File: config.mk
export PLATFORM = sky130hd
export DESIGN_NAME = striped_round_robin_queue_top
export DESIGN_NICKNAME = d
export VERILOG_FILES = /design/src/rtl/srrq_pkg.sv /design/src/rtl/srrq_ram.sv /design/src/rtl/srrq_lane_ctl.sv /design/src/rtl/striped_round_robin_queue_top.sv
export SDC_FILE = /design/constraint.sdc
export NUM_CORES = 2
export LEC_CHECK = 0
export BUFFER_PORTS_ARGS = -buffer_cell sky130_fd_sc_hd__buf_2
export CAP_MARGIN = 40
export CORE_MARGIN = 2
export CORE_UTILIZATION = 58
export CTS_BUF_LIST = sky130_fd_sc_hd__clkbuf_4 sky130_fd_sc_hd__clkbuf_8
export DETAILED_ROUTE_END_ITERATION = 7
export HOLD_SLACK_MARGIN = 0.02
export PLACE_DENSITY = 0.79
export SKIP_CTS_REPAIR_TIMING = 1
export SKIP_LAST_GASP = 1
export SLEW_MARGIN = 20
export SYNTH_ARGS = -nofsm -noshare
export SYNTH_HDL_FRONTEND = slang
export SYNTH_HIERARCHICAL = 1
export SYNTH_SLANG_ARGS = --single-unit
File: constraint.sdc
create_clock -name clk -period 14.02 [get_ports clk]
set_input_delay 1.402 -clock clk [delete_from_list [all_inputs] [get_ports clk]]
set_output_delay 1.402 -clock clk [all_outputs]
set_load 0.1 [all_outputs]
File: src/rtl/srrq_pkg.sv
// Shared types, codes and default sizes for the striped round-robin queue.
package srrq_pkg;

  // Default sizes handed down from the top level.
  localparam int unsigned QUEUES_DEF     = 4;
  localparam int unsigned LANE_DEPTH_DEF = 16;
  localparam int unsigned WORD_BITS_DEF  = 32;

  // Fixed port widths of the item and result fields.
  localparam int unsigned ITEM_W   = 32;
  localparam int unsigned STATUS_W = 2;
  localparam int unsigned LANE_O_W = 2;

  // Request codes.
  localparam logic REQ_ENQ = 1'b0;
  localparam logic REQ_DEQ = 1'b1;

  // Result status codes.
  localparam logic [STATUS_W-1:0] ST_OK    = 2'd0;
  localparam logic [STATUS_W-1:0] ST_EMPTY = 2'd1;
  localparam logic [STATUS_W-1:0] ST_FULL  = 2'd2;

  // Sequencer states.
  typedef enum logic [1:0] {
    S_IDLE,
    S_PICK,
    S_ACCESS,
    S_OUT
  } state_t;

  // Update command from the sequencer to the lane pointer unit.
  typedef struct packed {
    logic push;
    logic pop;
  } lane_cmd_t;

endpackage

File: src/rtl/srrq_ram.sv
// Generic single-port RAM with registered read data.
module srrq_ram #(
  parameter int unsigned WIDTH = 32,
  parameter int unsigned DEPTH = 64
) (
  input  logic                     clk,
  input  logic                     en,
  input  logic                     we,
  input  logic [$clog2(DEPTH)-1:0] addr,
  input  logic [WIDTH-1:0]         wdata,
  output logic [WIDTH-1:0]         rdata_r
);

  logic [WIDTH-1:0] mem_r [DEPTH];

  // One access per cycle: write, or read into the output register.
  always_ff @(posedge clk) begin
    if (en) begin
      if (we) begin
        mem_r[addr] <= wdata;
      end else begin
        rdata_r <= mem_r[addr];
      end
    end
  end

endmodule

File: src/rtl/srrq_lane_ctl.sv
// Per-lane head and fill-count state, pointer arithmetic and the dequeue scan.
module srrq_lane_ctl #(
  parameter int unsigned QUEUES     = srrq_pkg::QUEUES_DEF,
  parameter int unsigned LANE_DEPTH = srrq_pkg::LANE_DEPTH_DEF,
  parameter int unsigned LANE_W     = (QUEUES > 1) ? $clog2(QUEUES) : 1,
  parameter int unsigned PTR_W      = $clog2(LANE_DEPTH)
) (
  input  logic              clk,
  input  logic              rst_n,
  input  srrq_pkg::lane_cmd_t cmd,
  input  logic [LANE_W-1:0] cmd_lane,
  input  logic              rd_head,
  output logic [PTR_W-1:0]  ptr,
  output logic [QUEUES-1:0] full_vec,
  input  logic [LANE_W-1:0] scan_start,
  output logic              scan_found,
  output logic [LANE_W-1:0] scan_lane,
  output logic              any_pending
);
  import srrq_pkg::*;

  localparam int unsigned CNT_W = $clog2(LANE_DEPTH + 1);

  logic [PTR_W-1:0]    head_r  [QUEUES];
  logic [CNT_W-1:0]    count_r [QUEUES];
  logic [PTR_W-1:0]    head_sel;
  logic [CNT_W-1:0]    count_sel;
  logic [PTR_W:0]      tail_sum;
  logic [PTR_W-1:0]    tail;
  logic [PTR_W-1:0]    head_inc;
  logic [QUEUES-1:0]   ne_vec;
  logic [2*QUEUES-1:0] ne_rot;
  logic [LANE_W-1:0]   scan_ofs;
  logic [LANE_W:0]     scan_sum;

  // Selected lane's pointers; tail is head plus count wrapped once.
  always_comb begin
    head_sel  = head_r[cmd_lane];
    count_sel = count_r[cmd_lane];
    tail_sum  = {1'b0, head_sel} + (PTR_W + 1)'(count_sel);
    if (tail_sum >= (PTR_W + 1)'(LANE_DEPTH)) begin
      tail = PTR_W'(tail_sum - (PTR_W + 1)'(LANE_DEPTH));
    end else begin
      tail = tail_sum[PTR_W-1:0];
    end
    if (head_sel == PTR_W'(LANE_DEPTH - 1)) begin
      head_inc = '0;
    end else begin
      head_inc = head_sel + PTR_W'(1);
    end
    ptr = rd_head ? head_sel : tail;
  end

  // Per-lane status flags.
  always_comb begin
    for (int i = 0; i < QUEUES; i++) begin
      ne_vec[i]   = (count_r[i] != '0);
      full_vec[i] = (count_r[i] == CNT_W'(LANE_DEPTH));
    end
    any_pending = |ne_vec;
  end

  // Rotate-priority scan: first non-empty lane at or after the start lane.
  always_comb begin
    ne_rot     = {ne_vec, ne_vec} >> scan_start;
    scan_found = 1'b0;
    scan_ofs   = '0;
    for (int i = QUEUES - 1; i >= 0; i--) begin
      if (ne_rot[i]) begin
        scan_found = 1'b1;
        scan_ofs   = LANE_W'(i);
      end
    end
    scan_sum = {1'b0, scan_start} + {1'b0, scan_ofs};
    if (scan_sum >= (LANE_W + 1)'(QUEUES)) begin
      scan_lane = LANE_W'(scan_sum - (LANE_W + 1)'(QUEUES));
    end else begin
      scan_lane = scan_sum[LANE_W-1:0];
    end
  end

  // Pointer and count update for the selected lane.
  always_ff @(posedge clk) begin
    if (!rst_n) begin
      for (int i = 0; i < QUEUES; i++) begin
        head_r[i]  <= '0;
        count_r[i] <= '0;
      end
    end else if (cmd.push) begin
      count_r[cmd_lane] <= count_sel + CNT_W'(1);
    end else if (cmd.pop) begin
      head_r[cmd_lane]  <= head_inc;
      count_r[cmd_lane] <= count_sel - CNT_W'(1);
    end
  end

endmodule

File: src/rtl/striped_round_robin_queue_top.sv
// Top level of the striped round-robin queue: sequencer, turns and lane memory.
//
// A command is taken when start is high and busy is low. Its result appears
// after the pick and access steps with out_valid high for exactly one cycle;
// the receiver cannot stall and must take it then. A new command may be issued
// in the same cycle as that strobe, but not while an earlier one is in flight.
// The three steps are: pick the lane (enqueue turn, or a rotate-priority scan
// over the per-lane fill counts for a dequeue), form the lane memory address
// and do the write or read, then present the registered read data. The lane
// memory needs no clearing after reset; only written entries are ever read.
module striped_round_robin_queue_top #(
  parameter int unsigned QUEUES     = srrq_pkg::QUEUES_DEF,
  parameter int unsigned LANE_DEPTH = srrq_pkg::LANE_DEPTH_DEF,
  parameter int unsigned WORD_BITS  = srrq_pkg::WORD_BITS_DEF
) (
  input  logic                            clk,
  input  logic                            rst_n,
  input  logic                            start,
  output logic                            busy,
  input  logic                            in_req_type,
  input  logic [srrq_pkg::ITEM_W-1:0]     in_item_word,
  output logic                            out_valid,
  output logic [srrq_pkg::ITEM_W-1:0]     out_out_word,
  output logic [srrq_pkg::STATUS_W-1:0]   out_status,
  output logic [srrq_pkg::LANE_O_W-1:0]   out_lane_used,
  output logic                            out_any_pending
);
  import srrq_pkg::*;

  localparam int unsigned LANE_W = (QUEUES > 1) ? $clog2(QUEUES) : 1;
  localparam int unsigned PTR_W  = $clog2(LANE_DEPTH);
  localparam int unsigned DEPTH  = QUEUES * LANE_DEPTH;
  localparam int unsigned ADDR_W = $clog2(DEPTH);

  state_t                state_r, state_nxt;
  logic                  req_r, req_nxt;
  logic [WORD_BITS-1:0]  word_r, word_nxt;
  logic [LANE_W-1:0]     lane_r, lane_nxt;
  logic [STATUS_W-1:0]   status_r, status_nxt;
  logic [LANE_W-1:0]     enq_turn_r, enq_turn_nxt;
  logic [LANE_W-1:0]     deq_turn_r, deq_turn_nxt;

  logic                  accept;
  lane_cmd_t             cmd;
  logic [PTR_W-1:0]      ptr;
  logic [QUEUES-1:0]     full_vec;
  logic                  scan_found;
  logic [LANE_W-1:0]     scan_lane;
  logic                  any_pending;
  logic [ADDR_W-1:0]     ram_addr;
  logic                  ram_en;
  logic [WORD_BITS-1:0]  ram_rdata;
  logic [WORD_BITS+ITEM_W-1:0] in_ext;
  logic [WORD_BITS+ITEM_W-1:0] rd_ext;
  logic [LANE_W+LANE_O_W-1:0]  lane_ext;

  assign accept = start && !busy;

  // Lane pointer unit.
  srrq_lane_ctl #(
    .QUEUES     (QUEUES),
    .LANE_DEPTH (LANE_DEPTH),
    .LANE_W     (LANE_W),
    .PTR_W      (PTR_W)
  ) u_lane_ctl (
    .clk         (clk),
    .rst_n       (rst_n),
    .cmd         (cmd),
    .cmd_lane    (lane_r),
    .rd_head     (req_r),
    .ptr         (ptr),
    .full_vec    (full_vec),
    .scan_start  (deq_turn_r),
    .scan_found  (scan_found),
    .scan_lane   (scan_lane),
    .any_pending (any_pending)
  );

  // Lane memory: lane-major, one word per entry.
  assign ram_addr = ADDR_W'(lane_r) * ADDR_W'(LANE_DEPTH) + ADDR_W'(ptr);
  assign ram_en   = cmd.push || cmd.pop;

  srrq_ram #(
    .WIDTH (WORD_BITS),
    .DEPTH (DEPTH)
  ) u_ram (
    .clk     (clk),
    .en      (ram_en),
    .we      (cmd.push),
    .addr    (ram_addr),
    .wdata   (word_r),
    .rdata_r (ram_rdata)
  );

  // Sequencer next state.
  always_comb begin
    state_nxt = state_r;
    unique case (state_r)
      S_IDLE:   state_nxt = start ? S_PICK : S_IDLE;
      S_PICK:   state_nxt = S_ACCESS;
      S_ACCESS: state_nxt = S_OUT;
      S_OUT:    state_nxt = start ? S_PICK : S_IDLE;
      default:  state_nxt = S_IDLE;
    endcase
  end

  // Sequencer outputs.
  always_comb begin
    busy      = 1'b1;
    out_valid = 1'b0;
    cmd       = '0;
    unique case (state_r)
      S_IDLE: begin
        busy = 1'b0;
      end
      S_PICK: begin
      end
      S_ACCESS: begin
        cmd.push = (req_r == REQ_ENQ) && (status_r == ST_OK);
        cmd.pop  = (req_r == REQ_DEQ) && (status_r == ST_OK);
      end
      S_OUT: begin
        busy      = 1'b0;
        out_valid = 1'b1;
      end
      default: begin
      end
    endcase
  end

  // Item capture, lane pick and turn advance.
  always_comb begin
    in_ext       = {{WORD_BITS{1'b0}}, in_item_word};
    req_nxt      = req_r;
    word_nxt     = word_r;
    lane_nxt     = lane_r;
    status_nxt   = status_r;
    enq_turn_nxt = enq_turn_r;
    deq_turn_nxt = deq_turn_r;
    if (accept) begin
      req_nxt  = in_req_type;
      word_nxt = in_ext[WORD_BITS-1:0];
    end
    if (state_r == S_PICK) begin
      if (req_r == REQ_DEQ) begin
        lane_nxt   = scan_found ? scan_lane : '0;
        status_nxt = scan_found ? ST_OK : ST_EMPTY;
      end else begin
        lane_nxt   = enq_turn_r;
        status_nxt = full_vec[enq_turn_r] ? ST_FULL : ST_OK;
      end
    end
    if (state_r == S_ACCESS) begin
      if (req_r == REQ_DEQ) begin
        deq_turn_nxt = (deq_turn_r == LANE_W'(QUEUES - 1)) ? '0 : deq_turn_r + LANE_W'(1);
      end else begin
        enq_turn_nxt = (enq_turn_r == LANE_W'(QUEUES - 1)) ? '0 : enq_turn_r + LANE_W'(1);
      end
    end
  end

  // Control registers.
  always_ff @(posedge clk) begin
    if (!rst_n) begin
      state_r    <= S_IDLE;
      enq_turn_r <= '0;
      deq_turn_r <= '0;
    end else begin
      state_r    <= state_nxt;
      enq_turn_r <= enq_turn_nxt;
      deq_turn_r <= deq_turn_nxt;
    end
  end

  // Payload registers.
  always_ff @(posedge clk) begin
    req_r    <= req_nxt;
    word_r   <= word_nxt;
    lane_r   <= lane_nxt;
    status_r <= status_nxt;
  end

  // Result fields.
  always_comb begin
    rd_ext   = {{ITEM_W{1'b0}}, ram_rdata};
    lane_ext = {{LANE_O_W{1'b0}}, lane_r};
    if ((req_r == REQ_DEQ) && (status_r == ST_OK)) begin
      out_out_word = rd_ext[ITEM_W-1:0];
    end else begin
      out_out_word = '0;
    end
    out_status      = status_r;
    out_lane_used   = lane_ext[LANE_O_W-1:0];
    out_any_pending = any_pending;
  end

`ifndef SYNTHESIS
  // Every accepted item produces its result strobe after the pick and access steps.
  a_latency: assert property (@(posedge clk) disable iff (!rst_n)
    (start && !busy) |-> ##3 out_valid)
    else $error("result strobe missing three cycles after accept");

  // A strobe is never followed directly by another.
  a_single_strobe: assert property (@(posedge clk) disable iff (!rst_n)
    out_valid |=> !out_valid)
    else $error("back-to-back result strobes");

  // A dequeue that found every lane empty leaves every lane empty.
  a_empty_consistent: assert property (@(posedge clk) disable iff (!rst_n)
    (out_valid && out_status == ST_EMPTY) |-> !out_any_pending)
    else $error("empty dequeue reported pending data");

  // An enqueue that stored its word always leaves data pending.
  a_enq_pending: assert property (@(posedge clk) disable iff (!rst_n)
    (out_valid && req_r == REQ_ENQ && out_status == ST_OK) |-> out_any_pending)
    else $error("stored enqueue left no pending data");

  // Memory is touched only during the access step.
  a_ram_step: assert property (@(posedge clk) disable iff (!rst_n)
    ram_en |-> (state_r == S_ACCESS))
    else $error("lane memory accessed outside the access step");
`endif

endmodule
==> results.py <==
metrics = {
    "logic_synthesis": {
        "yosys-top-cells-area": "edfxtp_1, a22oi_1, mux2i_1",
        "netlist_area_sq_mm": 0.0824,
        "synth_edf_count": 2153,
        "synthMostInstantiatedCell": "edfxtp_1",
        "synth-seq-cells": 2159,
        "synth-async-reset-ratio_pct": 0,
        "syn_area_per_cell_sq_um": 17.4,
        "yosysTopAreaCell": "edfxtp_1",
        "synth_top_area_share_pct": 78.4,
        "synthFlopType": "edfxtp_1",
        "yosysUniqueCellTypes": 70,
        "synth_nets": 4794,
        "ys_warn_count": 6,
        "netlist_top_cells_count": "edfxtp_1, a22oi_1, mux2i_1",
        "syn_inst": 4743,
        "yosysSeqAreaShare_pct": 78.6,
    },
    "setup_path": {
        "worst_ep_arrival_time_ps": 8030,
        "crit_top_cell": "buf_4",
        "crit_type": "reg -> reg",
        "critPathLaunchType": "register",
        "crit_path_max_fanout": 107,
        "r2r_slack_ps": 6640,
        "slowest_delay_ps": 780,
        "critPathSlowestCell": "nor2_4",
        "reg2reg_from": "out_lane_used[0]",
        "crit_path_end_kind": "register",
        "crit_chain": "buf_4, mux4_2, ha_1, inv_1, fa_1, o21ai_4, buf_16, buf_4, buf_12, and2_4, buf_4, nand2_1, nor2_4, buf_4",
        "worstPathRequired_ps": 14670,
        "r2r-end": "u_ram/mem_r[31][22]",
        "reg2regPathDepth": 14,
    },
    "grt": {
        "grt.total_usage_pct": 31.9,
        "grt_first_pass_wirelength_um": 334000,
        "antenna_found_initial": 32,
        "grt_start_max_net_pins": 144,
        "grt-ovfl-total": 0,
        "first_global_vias": 48739,
    },
    "layout": {
        "utilization_pct": 65.7,
        "fin_area_sq_mm": 0.0928,
        "synthToLayoutAreaGrowth_pct": 12.6,
        "layout.nets": 5065,
        "drive_above_1_share_pct": 18.3,
    },
    "min_path": {
        "min_to": "word_r[8]",
        "min_path_type": "in -> reg",
        "min_from": "in_item_word[8]",
        "holdPathStages": 1,
    },
    "flow_run": {
        "maxCapViolations": 0,
    },
    "drt": {
        "drt-wirelength-per-cell_um": 32.9,
        "drcViolationCount": 0,
        "viasPerCell": 7.06,
        "vias": 50374,
        "wirelength_um": 235000,
        "first_pass_iters": 8,
        "ant_nets": 0,
        "drt_iter0_markers": 9408,
    },
    "clocking": {
        "cts_buffer_depth": 4,
        "cts_sinks": 2159,
        "htree_levels": 5,
        "cts_made_buffers": 343,
        "clkTransAtPathRegs_ps": 60,
        "clk_latency_ps": 1030,
        "tritoncts": "built",
        "root_buffer": "clkbuf_8",
    },
    "placed_design": {
        "dpl_cell_area_sq_mm": 0.0861,
        "port_buffers": 74,
        "post-dp-hpwl_um": 133000,
        "place.gp.congestion": 0.945,
    },
    "die": {
        "dieArea_sq_mm": 0.145,
        "num_rows": 138,
        "die_w_um": 381,
        "initial_core_util_pct": 58.4,
        "core-area_sq_mm": 0.141,
        "io_pins": 75,
        "die_h_um": 381,
    },
    "timing": {
        "drv_slew": 0,
        "fin_setup_tns_ps": 0,
        "skew_ps": 69.2,
        "fmax_mhz": 135,
        "post-route-period-util_pct": 52.6,
        "final_hold_viol_count": 0,
        "worst_slew_margin_rel_pct": 28.8,
        "min_period_ps": 7380,
        "tightest_slew_ps": 1070,
        "setup_viol": 0,
        "rsz0062_at_grt": "false",
    },
    "pwr": {
        "switchingPower_mw": 5.55,
        "pwr-share-seq_pct": 44.0,
        "power.internal_mw": 11.4,
        "peakVddDrop_mv": 0.140,
        "p_leak_nw": 29.7,
        "clockPowerShare_pct": 30.0,
        "p_comb_share_pct": 26.0,
        "power.total_mw": 17.0,
        "cellPowerDensity_mw_per_mm2": 183,
        "p_sw_share_pct": 32.7,
    },
    "status": {
        "outcome": "finished clean",
    },
}
final cells by class:
cell class              instances  area [sq um]
flip-flops and latches       2159         64800
inverters                      18          68.8
clock inverters               129           818
diodes                          8          20.0
repair buffers                268          2510
multi-input cells            2224         16800
well taps                    1890          2360
fillers                      8943         48400
clock buffers                 444          5520
how the worst max path moves through the flow:
stage / startpoint / endpoint / slack [ps] / cells after the start
floorplan: out_lane_used[0] / u_ram/mem_r[15][0] / 7920 / 16
global placement: out_lane_used[0] / u_ram/mem_r[59][15] / 6560 / 12
detailed placement: out_lane_used[0] / u_ram/mem_r[31][6] / 6880 / 14
CTS: out_lane_used[0] / u_ram/mem_r[31][22] / 6860 / 14
global route: out_lane_used[0] / u_ram/mem_r[31][22] / 6590 / 14
finish: out_lane_used[0] / u_ram/mem_r[31][22] / 6640 / 14
per-layer routing:
layer / part of all wire, % / GRT usage, % / vias up
li1: - / - / 20150
met1: 34 / 41.8 / 24779
met2: 44 / 46.7 / 4532
met3: 16 / 12.2 / 875
met4: 5.7 / 16.5 / 38
met5: 0.11 / 0.165 / -
sequential cells by signal, summed over array words and instances, names as in the netlist:
signal and cells:
u_ram/mem_r 2048, u_ram/rdata_r 32, word_r 32, u_lane_ctl/count_r 20, u_lane_ctl/head_r 16, deq_turn_r 2
enq_turn_r 2, out_lane_used 2, out_status 2, state_r 2, req_r 1
power groups by stage:
stage | sequential (mW) | clock (mW) | combinational, mW
floorplan | 7.76 | 0 | 2.43
global placement | 7.60 | 0 | 4.01
detailed placement | 7.60 | 0 | 4.16
CTS | 7.47 | 5.12 | 4.18
global route | 7.47 | 5.39 | 4.52
finish | 7.47 | 5.10 | 4.42
worst max-delay path, delay by kind of cell (launching register included):
family,cells,cell delay [ps]
AOI/OAI and AO/OA,1,350
buffers and inverters,7,2990
DFF,1,320
adders and majority gates,2,700
and+or+nand+nor,3,1790
muxes,1,680
through the flow:
stage	hold WS (ps)	worst slack, ps	std cells
2_1_floorplan	528	7920	4743
3_3_place_gp	568	6560	6506
3_5_place_dp	591	6880	6542
4_1_cts	475	6860	7115
5_1_grt	503	6590	7134
6_report	547	6640	7140
cell families after synthesis:
| kind of cell | after synthesis | share of synthesized area, % |
|---|---|---|
| compound gates | 1314 | 11.5 |
| xor+xnor | 10 | 0.115 |
| fa+ha+maj | 15 | 0.246 |
| buf+inv | 360 | 1.86 |
| flops | 2159 | 78.6 |
| mux | 336 | 4.48 |
| simple gates | 549 | 3.18 |
cells in the final DEF (no fill, tap or decap), types with 12 or more instances in the layout:
| cell type | netlist | final |
|---|---|---|
| nor2b_1 | 20 | 12 |
| inv_1 | 15 | 15 |
| nor2_4 | 0 | 69 |
| clkinv_1 | 3 | 83 |
| nand2_1 | 131 | 129 |
| ha_1 | 13 | 13 |
| edfxtp_1 | 2153 | 2153 |
| a221oi_1 | 166 | 166 |
| o22a_1 | 30 | 30 |
| or3_1 | 30 | 28 |
| clkbuf_8 | 0 | 350 |
| and2_1 | 39 | 37 |
| o221ai_1 | 21 | 21 |
| buf_12 | 0 | 14 |
| a31oi_1 | 44 | 44 |
| o211ai_1 | 16 | 16 |
| buf_4 | 9 | 143 |
| a22oi_1 | 477 | 477 |
| mux4_2 | 14 | 14 |
| clkbuf_4 | 0 | 98 |
| a21oi_1 | 78 | 77 |
| or4_1 | 14 | 14 |
| nor3_1 | 55 | 55 |
| a221o_1 | 14 | 14 |
| a211o_1 | 16 | 16 |
| buf_16 | 0 | 22 |
| o22ai_1 | 239 | 239 |
| o21ai_0 | 103 | 102 |
| a211oi_1 | 19 | 19 |
| a311oi_1 | 17 | 17 |
| a22o_1 | 29 | 29 |
| a21boi_0 | 15 | 15 |
| nor2_1 | 189 | 118 |
| nor4_1 | 19 | 19 |
| buf_2 | 61 | 75 |
| mux2i_1 | 245 | 245 |
| mux2_2 | 73 | 72 |
| clkinv_2 | 0 | 29 |
No activity file was read; power rests on OpenSTA's default activity.
